[config.mk]
export PLATFORM = sky130hd
export DESIGN_NAME = base64_stream_encoder
export DESIGN_NICKNAME = d
export VERILOG_FILES = /design/src/b64e_pkg.sv /design/src/b64e_front.sv /design/src/b64e_queue.sv /design/src/b64e_back.sv /design/src/base64_stream_encoder.sv
export SDC_FILE = /design/constraint.sdc
export NUM_CORES = 1
export LEC_CHECK = 0
export BUFFER_PORTS_ARGS = -buffer_cell sky130_fd_sc_hd__buf_2
export CAP_MARGIN = 10
export CELL_PAD_IN_SITES_DETAIL_PLACEMENT = 0
export CELL_PAD_IN_SITES_GLOBAL_PLACEMENT = 1
export CORE_UTILIZATION = 46
export DETAILED_ROUTE_END_ITERATION = 8
export PLACE_DENSITY = 0.74
export SETUP_SLACK_MARGIN = 0.05
export SLEW_MARGIN = 5
export SYNTH_ARGS = -nofsm -noshare
export SYNTH_HDL_FRONTEND = slang
export SYNTH_HIERARCHICAL = 1
export SYNTH_SLANG_ARGS = --single-unit
[constraint.sdc]
create_clock -name clk -period 2.69 [get_ports clk]
set_input_delay 0.1345 -clock clk [delete_from_list [all_inputs] [get_ports clk]]
set_output_delay 0.1345 -clock clk [all_outputs]
set_load 0.005 [all_outputs]
[src/b64e_pkg.sv]
`default_nettype none

package b64e_pkg;

  // position within a three-byte group
  typedef enum logic [1:0] {
    PH_0 = 2'd0,
    PH_1 = 2'd1,
    PH_2 = 2'd2
  } phase_t;

  localparam logic [6:0] PAD_CHAR = 7'd61;

  localparam int unsigned MAX_CHARS = 4;
  localparam int unsigned IDX_W     = $clog2(MAX_CHARS);

  localparam int unsigned Q_DEPTH = 2;
  localparam int unsigned QPTR_W  = (Q_DEPTH > 1) ? $clog2(Q_DEPTH) : 1;
  localparam int unsigned QCNT_W  = $clog2(Q_DEPTH + 1);

  // characters produced by one input byte
  typedef struct packed {
    logic [MAX_CHARS-1:0][6:0] chars;
    logic [IDX_W-1:0]          last_idx;
    logic                      last;
  } entry_t;

  typedef struct packed {
    logic              full;
    logic              empty;
    logic [QCNT_W-1:0] count;
  } q_status_t;

  // sextet to alphabet character
  function automatic logic [6:0] sym(input logic [5:0] v);
    logic [6:0] v7;
    logic [6:0] ch;
    v7 = {1'b0, v};
    if (v < 6'd26) begin
      ch = v7 + 7'd65;
    end else if (v < 6'd52) begin
      ch = v7 + 7'd71;
    end else if (v < 6'd62) begin
      ch = v7 - 7'd4;
    end else if (v == 6'd62) begin
      ch = 7'd43;
    end else begin
      ch = 7'd47;
    end
    return ch;
  endfunction

endpackage

`default_nettype wire

[src/b64e_front.sv]
`default_nettype none

module b64e_front (
  input  wire logic            clk,
  input  wire logic            rst_n,
  input  wire logic            in_valid,
  input  wire logic [7:0]      in_byte,
  input  wire logic            in_last,
  input  wire logic            q_full,
  output logic                 in_ready,
  output logic                 push,
  output b64e_pkg::entry_t     entry
);

  b64e_pkg::phase_t phase_r, phase_nxt;
  logic [3:0]       carry_r, carry_nxt;

  assign in_ready = !q_full;
  assign push     = in_valid && !q_full;

  // next state
  always_comb begin
    phase_nxt = phase_r;
    carry_nxt = carry_r;
    if (push) begin
      unique case (phase_r)
        b64e_pkg::PH_1: begin
          phase_nxt = b64e_pkg::PH_2;
          carry_nxt = in_byte[3:0];
        end
        b64e_pkg::PH_2: begin
          phase_nxt = b64e_pkg::PH_0;
          carry_nxt = 4'd0;
        end
        default: begin
          phase_nxt = b64e_pkg::PH_1;
          carry_nxt = {2'b00, in_byte[1:0]};
        end
      endcase
      if (in_last) begin
        phase_nxt = b64e_pkg::PH_0;
        carry_nxt = 4'd0;
      end
    end
  end

  // characters for the current byte
  always_comb begin
    entry          = '0;
    entry.last     = in_last;
    unique case (phase_r)
      b64e_pkg::PH_1: begin
        entry.chars[0] = b64e_pkg::sym({carry_r[1:0], in_byte[7:4]});
        if (in_last) begin
          entry.chars[1] = b64e_pkg::sym({in_byte[3:0], 2'b00});
          entry.chars[2] = b64e_pkg::PAD_CHAR;
          entry.last_idx = b64e_pkg::IDX_W'(2);
        end
      end
      b64e_pkg::PH_2: begin
        entry.chars[0] = b64e_pkg::sym({carry_r, in_byte[7:6]});
        entry.chars[1] = b64e_pkg::sym(in_byte[5:0]);
        entry.last_idx = b64e_pkg::IDX_W'(1);
      end
      default: begin
        entry.chars[0] = b64e_pkg::sym(in_byte[7:2]);
        if (in_last) begin
          entry.chars[1] = b64e_pkg::sym({in_byte[1:0], 4'b0000});
          entry.chars[2] = b64e_pkg::PAD_CHAR;
          entry.chars[3] = b64e_pkg::PAD_CHAR;
          entry.last_idx = b64e_pkg::IDX_W'(3);
        end
      end
    endcase
  end

  always_ff @(posedge clk) begin
    if (!rst_n) begin
      phase_r <= b64e_pkg::PH_0;
      carry_r <= 4'd0;
    end else begin
      phase_r <= phase_nxt;
      carry_r <= carry_nxt;
    end
  end

endmodule

`default_nettype wire

[src/b64e_queue.sv]
`default_nettype none

module b64e_queue (
  input  wire logic                 clk,
  input  wire logic                 rst_n,
  input  wire logic                 push,
  input  wire b64e_pkg::entry_t     wr_entry,
  input  wire logic                 pop,
  output b64e_pkg::entry_t          head,
  output b64e_pkg::q_status_t       status
);

  b64e_pkg::entry_t                  mem_r [b64e_pkg::Q_DEPTH];
  logic [b64e_pkg::QPTR_W-1:0]       wr_ptr_r, wr_ptr_nxt;
  logic [b64e_pkg::QPTR_W-1:0]       rd_ptr_r, rd_ptr_nxt;
  logic [b64e_pkg::QCNT_W-1:0]       count_r, count_nxt;
  logic                              do_wr, do_rd;

  localparam logic [b64e_pkg::QPTR_W-1:0] LAST_PTR = b64e_pkg::QPTR_W'(b64e_pkg::Q_DEPTH - 1);
  localparam logic [b64e_pkg::QCNT_W-1:0] FULL_CNT = b64e_pkg::QCNT_W'(b64e_pkg::Q_DEPTH);

  assign status.full  = (count_r == FULL_CNT);
  assign status.empty = (count_r == '0);
  assign status.count = count_r;

  assign do_wr = push && !status.full;
  assign do_rd = pop && !status.empty;

  assign head = mem_r[rd_ptr_r];

  always_comb begin
    wr_ptr_nxt = wr_ptr_r;
    rd_ptr_nxt = rd_ptr_r;
    count_nxt  = count_r;
    if (do_wr) begin
      wr_ptr_nxt = (wr_ptr_r == LAST_PTR) ? '0 : wr_ptr_r + 1'b1;
    end
    if (do_rd) begin
      rd_ptr_nxt = (rd_ptr_r == LAST_PTR) ? '0 : rd_ptr_r + 1'b1;
    end
    if (do_wr && !do_rd) begin
      count_nxt = count_r + 1'b1;
    end else if (do_rd && !do_wr) begin
      count_nxt = count_r - 1'b1;
    end
  end

  always_ff @(posedge clk) begin
    if (do_wr) begin
      mem_r[wr_ptr_r] <= wr_entry;
    end
  end

  always_ff @(posedge clk) begin
    if (!rst_n) begin
      wr_ptr_r <= '0;
      rd_ptr_r <= '0;
      count_r  <= '0;
    end else begin
      wr_ptr_r <= wr_ptr_nxt;
      rd_ptr_r <= rd_ptr_nxt;
      count_r  <= count_nxt;
    end
  end

endmodule

`default_nettype wire

[src/b64e_back.sv]
`default_nettype none

module b64e_back (
  input  wire logic                 clk,
  input  wire logic                 rst_n,
  input  wire b64e_pkg::entry_t     head,
  input  wire logic                 q_empty,
  output logic                      pop,
  output logic                      out_valid,
  input  wire logic                 out_ready,
  output logic [6:0]                out_char,
  output logic                      out_last
);

  logic [b64e_pkg::IDX_W-1:0] idx_r, idx_nxt;
  logic                       valid_r, valid_nxt;
  logic [6:0]                 char_r, char_nxt;
  logic                       last_r, last_nxt;
  logic                       load, at_end;

  // output register takes a new character when empty or being drained
  assign load   = !q_empty && (!valid_r || out_ready);
  assign at_end = (idx_r == head.last_idx);
  assign pop    = load && at_end;

  always_comb begin
    idx_nxt   = idx_r;
    valid_nxt = valid_r;
    char_nxt  = char_r;
    last_nxt  = last_r;
    if (load) begin
      idx_nxt   = at_end ? '0 : idx_r + 1'b1;
      valid_nxt = 1'b1;
      char_nxt  = head.chars[idx_r];
      last_nxt  = head.last && at_end;
    end else if (out_ready) begin
      valid_nxt = 1'b0;
    end
  end

  always_ff @(posedge clk) begin
    if (!rst_n) begin
      idx_r   <= '0;
      valid_r <= 1'b0;
    end else begin
      idx_r   <= idx_nxt;
      valid_r <= valid_nxt;
    end
  end

  always_ff @(posedge clk) begin
    char_r <= char_nxt;
    last_r <= last_nxt;
  end

  assign out_valid = valid_r;
  assign out_char  = char_r;
  assign out_last  = last_r;

endmodule

`default_nettype wire

[src/base64_stream_encoder.sv]
// path: an accepted byte is written into the entry queue, and its characters leave through the output register
// throughput: one byte per cycle while the entry queue has room, one character per cycle out while out_tready is high
// sustained: output port bound, four characters per three bytes
// a last byte in the first group position emits four characters, two of them padding
// reset: synchronous active-low rst_n clears group phase, carry bits, queue and output valid
`default_nettype none

module base64_stream_encoder (
  input  wire logic       clk,
  input  wire logic       rst_n,
  // input stream, one raw byte per transaction
  input  wire logic       in_tvalid,
  output logic            in_tready,
  input  wire logic [7:0] in_tdata,   // [7:0] in_byte
  input  wire logic       in_tlast,   // in_last
  // encoded text stream, one character per transaction
  output logic            out_tvalid,
  input  wire logic       out_tready,
  output logic [7:0]      out_tdata,  // [6:0] out_char, [7] zero
  output logic            out_tlast   // out_last
);

  // front: group phase tracking, sextet split and alphabet lookup
  b64e_pkg::entry_t    fr_entry;
  logic                fr_push;
  // queue between front and back
  b64e_pkg::entry_t    q_head;
  b64e_pkg::q_status_t q_status;
  // back: serializer into the output register
  logic                bk_pop;
  logic [6:0]          bk_char;

  b64e_front u_front (
    .clk      (clk),
    .rst_n    (rst_n),
    .in_valid (in_tvalid),
    .in_byte  (in_tdata),
    .in_last  (in_tlast),
    .q_full   (q_status.full),
    .in_ready (in_tready),
    .push     (fr_push),
    .entry    (fr_entry)
  );

  b64e_queue u_queue (
    .clk      (clk),
    .rst_n    (rst_n),
    .push     (fr_push),
    .wr_entry (fr_entry),
    .pop      (bk_pop),
    .head     (q_head),
    .status   (q_status)
  );

  b64e_back u_back (
    .clk       (clk),
    .rst_n     (rst_n),
    .head      (q_head),
    .q_empty   (q_status.empty),
    .pop       (bk_pop),
    .out_valid (out_tvalid),
    .out_ready (out_tready),
    .out_char  (bk_char),
    .out_last  (out_tlast)
  );

  assign out_tdata = {1'b0, bk_char};

  // queue flags never contradict each other
  a_q_flags : assert property (@(posedge clk) disable iff (!rst_n)
    !(q_status.full && q_status.empty))
    else $error("queue reports full and empty at once");

  // a byte taken in leaves work queued for the back end
  a_push_lands : assert property (@(posedge clk) disable iff (!rst_n)
    (in_tvalid && in_tready) |=> !q_status.empty)
    else $error("accepted byte did not reach the queue");

  // fill level stays within the queue depth
  a_q_bound : assert property (@(posedge clk) disable iff (!rst_n)
    q_status.count <= b64e_pkg::QCNT_W'(b64e_pkg::Q_DEPTH))
    else $error("queue fill level beyond depth");

  // the back end only pops when it has something to pop
  a_pop_ok : assert property (@(posedge clk) disable iff (!rst_n)
    bk_pop |-> !q_status.empty)
    else $error("pop from empty queue");

endmodule

`default_nettype wire
==> results of run 1 <==
[final cells by class]
type	count	area, sq um	area share, %
multi-input cells	358	2800	46.1
flip-flops and latches	84	2380	39.3
repair buffers	44	300	4.95
clock buffers	14	274	4.52
well taps	143	179	2.95
inverters	32	120	1.98
clock inverters	2	10.0	0.165
[Yosys cell counts (all sizes together) (5+ instances only)]
cell / n
a211oi: 5
a21boi: 5
a21oi: 22
a31oi: 6
and2: 5
buf: 36
clkbuf: 10
dfxtp: 14
edfxtp: 70
ha: 25
inv: 32
mux2: 34
mux2i: 10
mux4: 7
nand2: 33
nand2b: 9
nand3: 16
nand4: 7
nor2: 19
nor2b: 11
nor3: 11
o211ai: 6
o21ai: 22
o22ai: 5
xnor2: 14
[stage by stage]
step,std cells,worst slack (ns),power [mW],hold slack [ns]
finish,677,0.252,4.41,0.143
global route,677,0.102,4.66,0.141
CTS,677,0.183,4.45,0.131
detailed placement,661,0.221,3.30,0.484
global placement,661,0.301,3.26,0.471
floorplan,520,0.212,2.91,0.252
[worst min path at each step]
stage | slack, ns | end | depth (start not counted) | startpoint
after floorplan | 0.25 | u_front/phase_r[1] | 1 | rst_n
final | 0.14 | u_queue/mem_r[0][0] | 1 | in_tlast
after detailed placement | 0.48 | u_queue/mem_r[1][0] | 1 | in_tlast
after global placement | 0.47 | u_front/phase_r[0] | 2 | u_front/phase_r[0]
after CTS | 0.13 | u_back/out_valid | 3 | out_tready
after global routing | 0.14 | u_back/out_valid | 3 | out_tready
[sequential cells by signal (all words and copies together) (netlist names), named ones only]
signal            cells
u_back/idx_r          2
u_back/out_char       7
u_back/out_last       1
u_back/out_valid      1
u_front/carry_r       4
u_front/phase_r       2
u_queue/count_r       2
u_queue/mem_r        62
u_queue/rd_ptr_r      1
u_queue/wr_ptr_r      1
[report_power, final]
part	switching [mW]	internal (mW)	total, mW	leakage, nW
Clock	0.444	0.698	1.14	0.143
Combinational	0.729	0.616	1.34	1.33
Sequential	0.114	1.81	1.92	0.771
[layer usage]
layer,share of wire (%),GRT usage (%),vias to the layer above
li1,-,-,1953
met1,46,28.5,1986
met2,48,34.9,133
met3,4.3,3.10,15
met4,2.1,8.20,0
met5,0,0,-
[timing repair]
| item | in CTS | in global routing |
|---|---|---|
| resized for setup | 0 | 1 |
| endpoints found under the setup margin | 0 | 4 |
| buffers inserted | 0 | 0 |
| hold buffers | 0 | 0 |
[logic make-up after synthesis]
kind of cell | synth area share, %
other | 0.135
and+or+nand+nor | 13.1
adders and majority gates | 5.63
muxes | 11.6
buffers and inverters | 7.12
xor gates and xnor gates | 2.68
DFF | 42.9
AOI/OAI and AO/OA | 16.9
==> metrics, run 1 <==
most frequent cells in the layout=edfxtp_1, nand2_1, mux2_2, inv_1, ha_1; Startpoint Class=register; Slew Viols, Final=0; Mapped Area=0.00556 sq mm; CP Capture Type=register; Maximum Capacitance Violations=0; critical path type=register to register; sequential area share after synthesis=42.9%; RSZ-0062 raised after global routing=no; gp weighted congestion=0.868; row count=39; Worst Reg2Reg Path Length in Cells=7; Most used DFF post-synth=edfxtp_1; vias=4087; outcome=complete, but fails checks; Area Growth Syn to Fin=9.12%; fill cell count=1053; hold crit path type=input port to register; YS warnings=6; top-area cell type share of the netlist area=37.8%; Seq cells post-synth=84; Most common cell on crit path=a21oi_1; DP HPWL=9.02 mm; Fin Setup TNS=0 ns; CTS sink count=84; Routed Antenna Nets=0; FMAX=410 MHz; crit path launch=u_front/carry_r[1]; first-pass GRT wire length=20.9 mm; Slew Limit Headroom=65.7%; vias in the first global route=4008; post-detailed-routing wire length=12.7 mm; slowest CP cell=dfxtp_1; most common cell after layout, fill and taps aside=edfxtp_1; max incr delay on CP=0.55 ns; number of buffers created by CTS=9; r2r endpoint=u_queue/mem_r[0][5]; DRT iter0 DRCs=325; crit path cell chain=inv_1 -> ha_1 -> nand3b_2 -> a21oi_1 -> a21oi_1 -> o311ai_1 -> a32oi_1; gr ovfl total=0; failing checks=design-rule violations; Reg-to-Reg Start=u_front/carry_r[1]; Die Area=0.0125 sq mm; Power Dens Cells=727 mW/mm^2; Slew @ Worst Pin=0.513 ns; Crit path depth=7; I/O pin count=24; worst path bufs/invs=1; fin nets=567; Period minus WS final=2.44 ns; Leak=2.24 nW; final core occ=52.2%; R2R setup slack=0.25 ns; critical path arrival=2.49 ns; Die Height=112 microns; synth unique cells=83; clock tree root buffer cell=clkbuf_16; DRC errors left=1; clk_lat worst skew=0.33 ns; Placed Area=0.00578 sq mm; top post-synthesis cells by area=edfxtp_1, mux2_2, ha_1; core area=0.0116 sq mm; CTS tree=built; Hold Fails Final Rpt=0; share of layout cells above drive strength 1=21.7%; clk slew on worst S/H paths=0.06 ns; largest net degree at the start of global routing=33; Total Routing Usage GR=21.3%; Post-synth ARST share=0%; Clock Tree Buf Depth=2; CP Max Fanout=10; Port Buffers=22; DRT Pass-1 Iters=7; skew final=0.0102 ns; Setup crit end=u_queue/mem_r[0][5]; Initial Util=47.8%; Max H-tree Level=3; ant diodes=0; Post-Layout Inst Area=0.00606 sq mm; top cell type by total area after synthesis=edfxtp_1; CP Data Required Time=2.74 ns; Synth Area per Inst=10.7 sq um; vias per cell=6.04; fin crit share=90.6%; EDFF count, synth=70; WL per Instance=18.8 microns; Worst IR Drop VDD=0.345 mV; initial antenna violation count=0; Die X=112 microns; Setup-failing EPs final=0; cell family with most CP delay=compound AO/OA/AOI/OAI gates; cells after synthesis=517
No activity file was read; power rests on OpenSTA's default activity.
==> inputs of run 2 (changes only) <==
- PLACE_DENSITY: 0.74 -> 0.81
==> run 2 against run 1 <==
  * The run still ends with design-rule violations left
  * Wire length is 0.46% higher
  * First-iteration DRC count is 25% higher
  * Die area stayed put
  * Cell area is 0.66% lower
  * Critical path depth stayed put
  * Clock power hardly changed
  * Via count is 1.1% higher
  * Clock skew is 0.0038 ns lower
  * Non-clock buffer count is 2 lower
  * Fmax is 2.9% higher
  * Worst setup slack better by 0.068 ns
  * Critical path type unchanged
  * Largest cell class unchanged
  * Highest routed layer unchanged
==> metrics, run 2 (synthesized netlist as in run 1, its figures left out) <==
cts-stage hold buffer count=0; R2R setup slack=0.32 ns; initial antenna violation count=0; DP HPWL=9.13 mm; DRT Pass-1 Iters=7; Setup-failing EPs final=0; Routed Antenna Nets=0; Worst Reg2Reg Path Length in Cells=7; hold depth=1; critical path arrival=2.44 ns; fin crit share=88.1%; hold path start=in_tlast; Die Height=112 microns; vias per cell=6.12; worst path bufs/invs=1; outcome=complete, but fails checks; max FFs per register=62; hold crit path type=input port to register; most frequent cells in the layout=edfxtp_1, nand2_1, mux2_2, inv_1, ha_1; final worst slack=0.320 ns; most common cell after layout, fill and taps aside=edfxtp_1; Post-Layout Inst Area=0.00602 sq mm; Crit path depth=7; Initial Util=47.8%; Port Buffers=22; Slew Limit Headroom=65.3%; failing checks=design-rule violations; DRT iter0 DRCs=405; Power Dens Cells=729 mW/mm^2; ant diodes=0; Slew Viols, Final=0; FMAX=422 MHz; final core occ=51.9%; largest net degree at the start of global routing=33; row count=39; Die Area=0.0125 sq mm; setup bufs post-CTS=0; Period minus WS final=2.37 ns; DRC errors left=3; CP Data Required Time=2.76 ns; Leak=2.22 nW; vias=4132; r2r endpoint=u_queue/mem_r[1][4]; WL per Instance=18.9 microns; DP Worst Slack=0.357 ns; clk slew on worst S/H paths=0.06 ns; crit path cell chain=buf_4 -> ha_1 -> a21o_1 -> a21oi_4 -> mux2_1 -> a221oi_1 -> a21oi_1; core area=0.0116 sq mm; RSZ-0062 raised after global routing=no; Most flops, register=u_queue/mem_r; Hold Path Sink=u_queue/mem_r[0][0]; clock tree root buffer cell=clkbuf_16; Fin Setup TNS=0 ns; Die X=112 microns; Clock Tree Buf Depth=2; Area Growth Syn to Fin=8.40%; first-pass GRT wire length=20.9 mm; gp weighted congestion=0.926; CP Capture Type=register; CTS tree=built; critical path type=register to register; number of buffers created by CTS=9; cell family with most CP delay=compound AO/OA/AOI/OAI gates; Max H-tree Level=3; gr ovfl total=0; crit path launch=u_front/carry_r[1]; post-detailed-routing wire length=12.8 mm; share of layout cells above drive strength 1=20.9%; max incr delay on CP=0.35 ns; Total Routing Usage GR=21.5%; Worst IR Drop VDD=0.363 mV; Reg-to-Reg Start=u_front/carry_r[1]; fin nets=565; clk_lat worst skew=0.34 ns; cts repair resizes=0; vias in the first global route=3911; I/O pin count=24; Slew @ Worst Pin=0.520 ns; Maximum Capacitance Violations=0; Startpoint Class=register; Placed Area=0.00575 sq mm; CP Max Fanout=10; slowest CP cell=mux2_1; CTS sink count=84; skew final=0.00640 ns; Hold Fails Final Rpt=0
run 2: metrics by stage:
step / hold WS (ns) / power [mW] / cells
finish: 0.127 / 4.39 / 675
floorplan: 0.252 / 2.91 / 520
global route: 0.137 / 4.64 / 675
global placement: 0.470 / 3.25 / 659
CTS: 0.119 / 4.42 / 675
detailed placement: 0.472 / 3.31 / 659
run 2: how the worst max path moves through the flow:
stage	endpoint	slack, ns
after global routing	u_queue/mem_r[1][4]	0.24
after floorplan	u_queue/mem_r[0][14]	0.21
after CTS	u_queue/mem_r[0][4]	0.35
after global placement	u_queue/mem_r[1][4]	0.37
after detailed placement	u_queue/mem_r[0][4]	0.36
final	u_queue/mem_r[1][4]	0.32
run 2: layout make-up:
cell class	count	area, sq um
fillers	1040	5590
multi-input cells	358	2800
flip-flops and latches	84	2380
repair buffers	42	273
clock buffers	13	260
well taps	143	179
inverters	32	120
clock inverters	3	12.5
run 2: per-layer routing:
layer	track usage [%]	share of wire, %
met1	28.7	44
met2	34.8	48
met3	2.83	5.4
met4	10.2	2.9
met5	0	0
run 2: power by group:
group	total, mW	internal, mW	switching [mW]
registers	1.92	1.81	0.111
clock network	1.12	0.668	0.448
logic	1.36	0.605	0.754
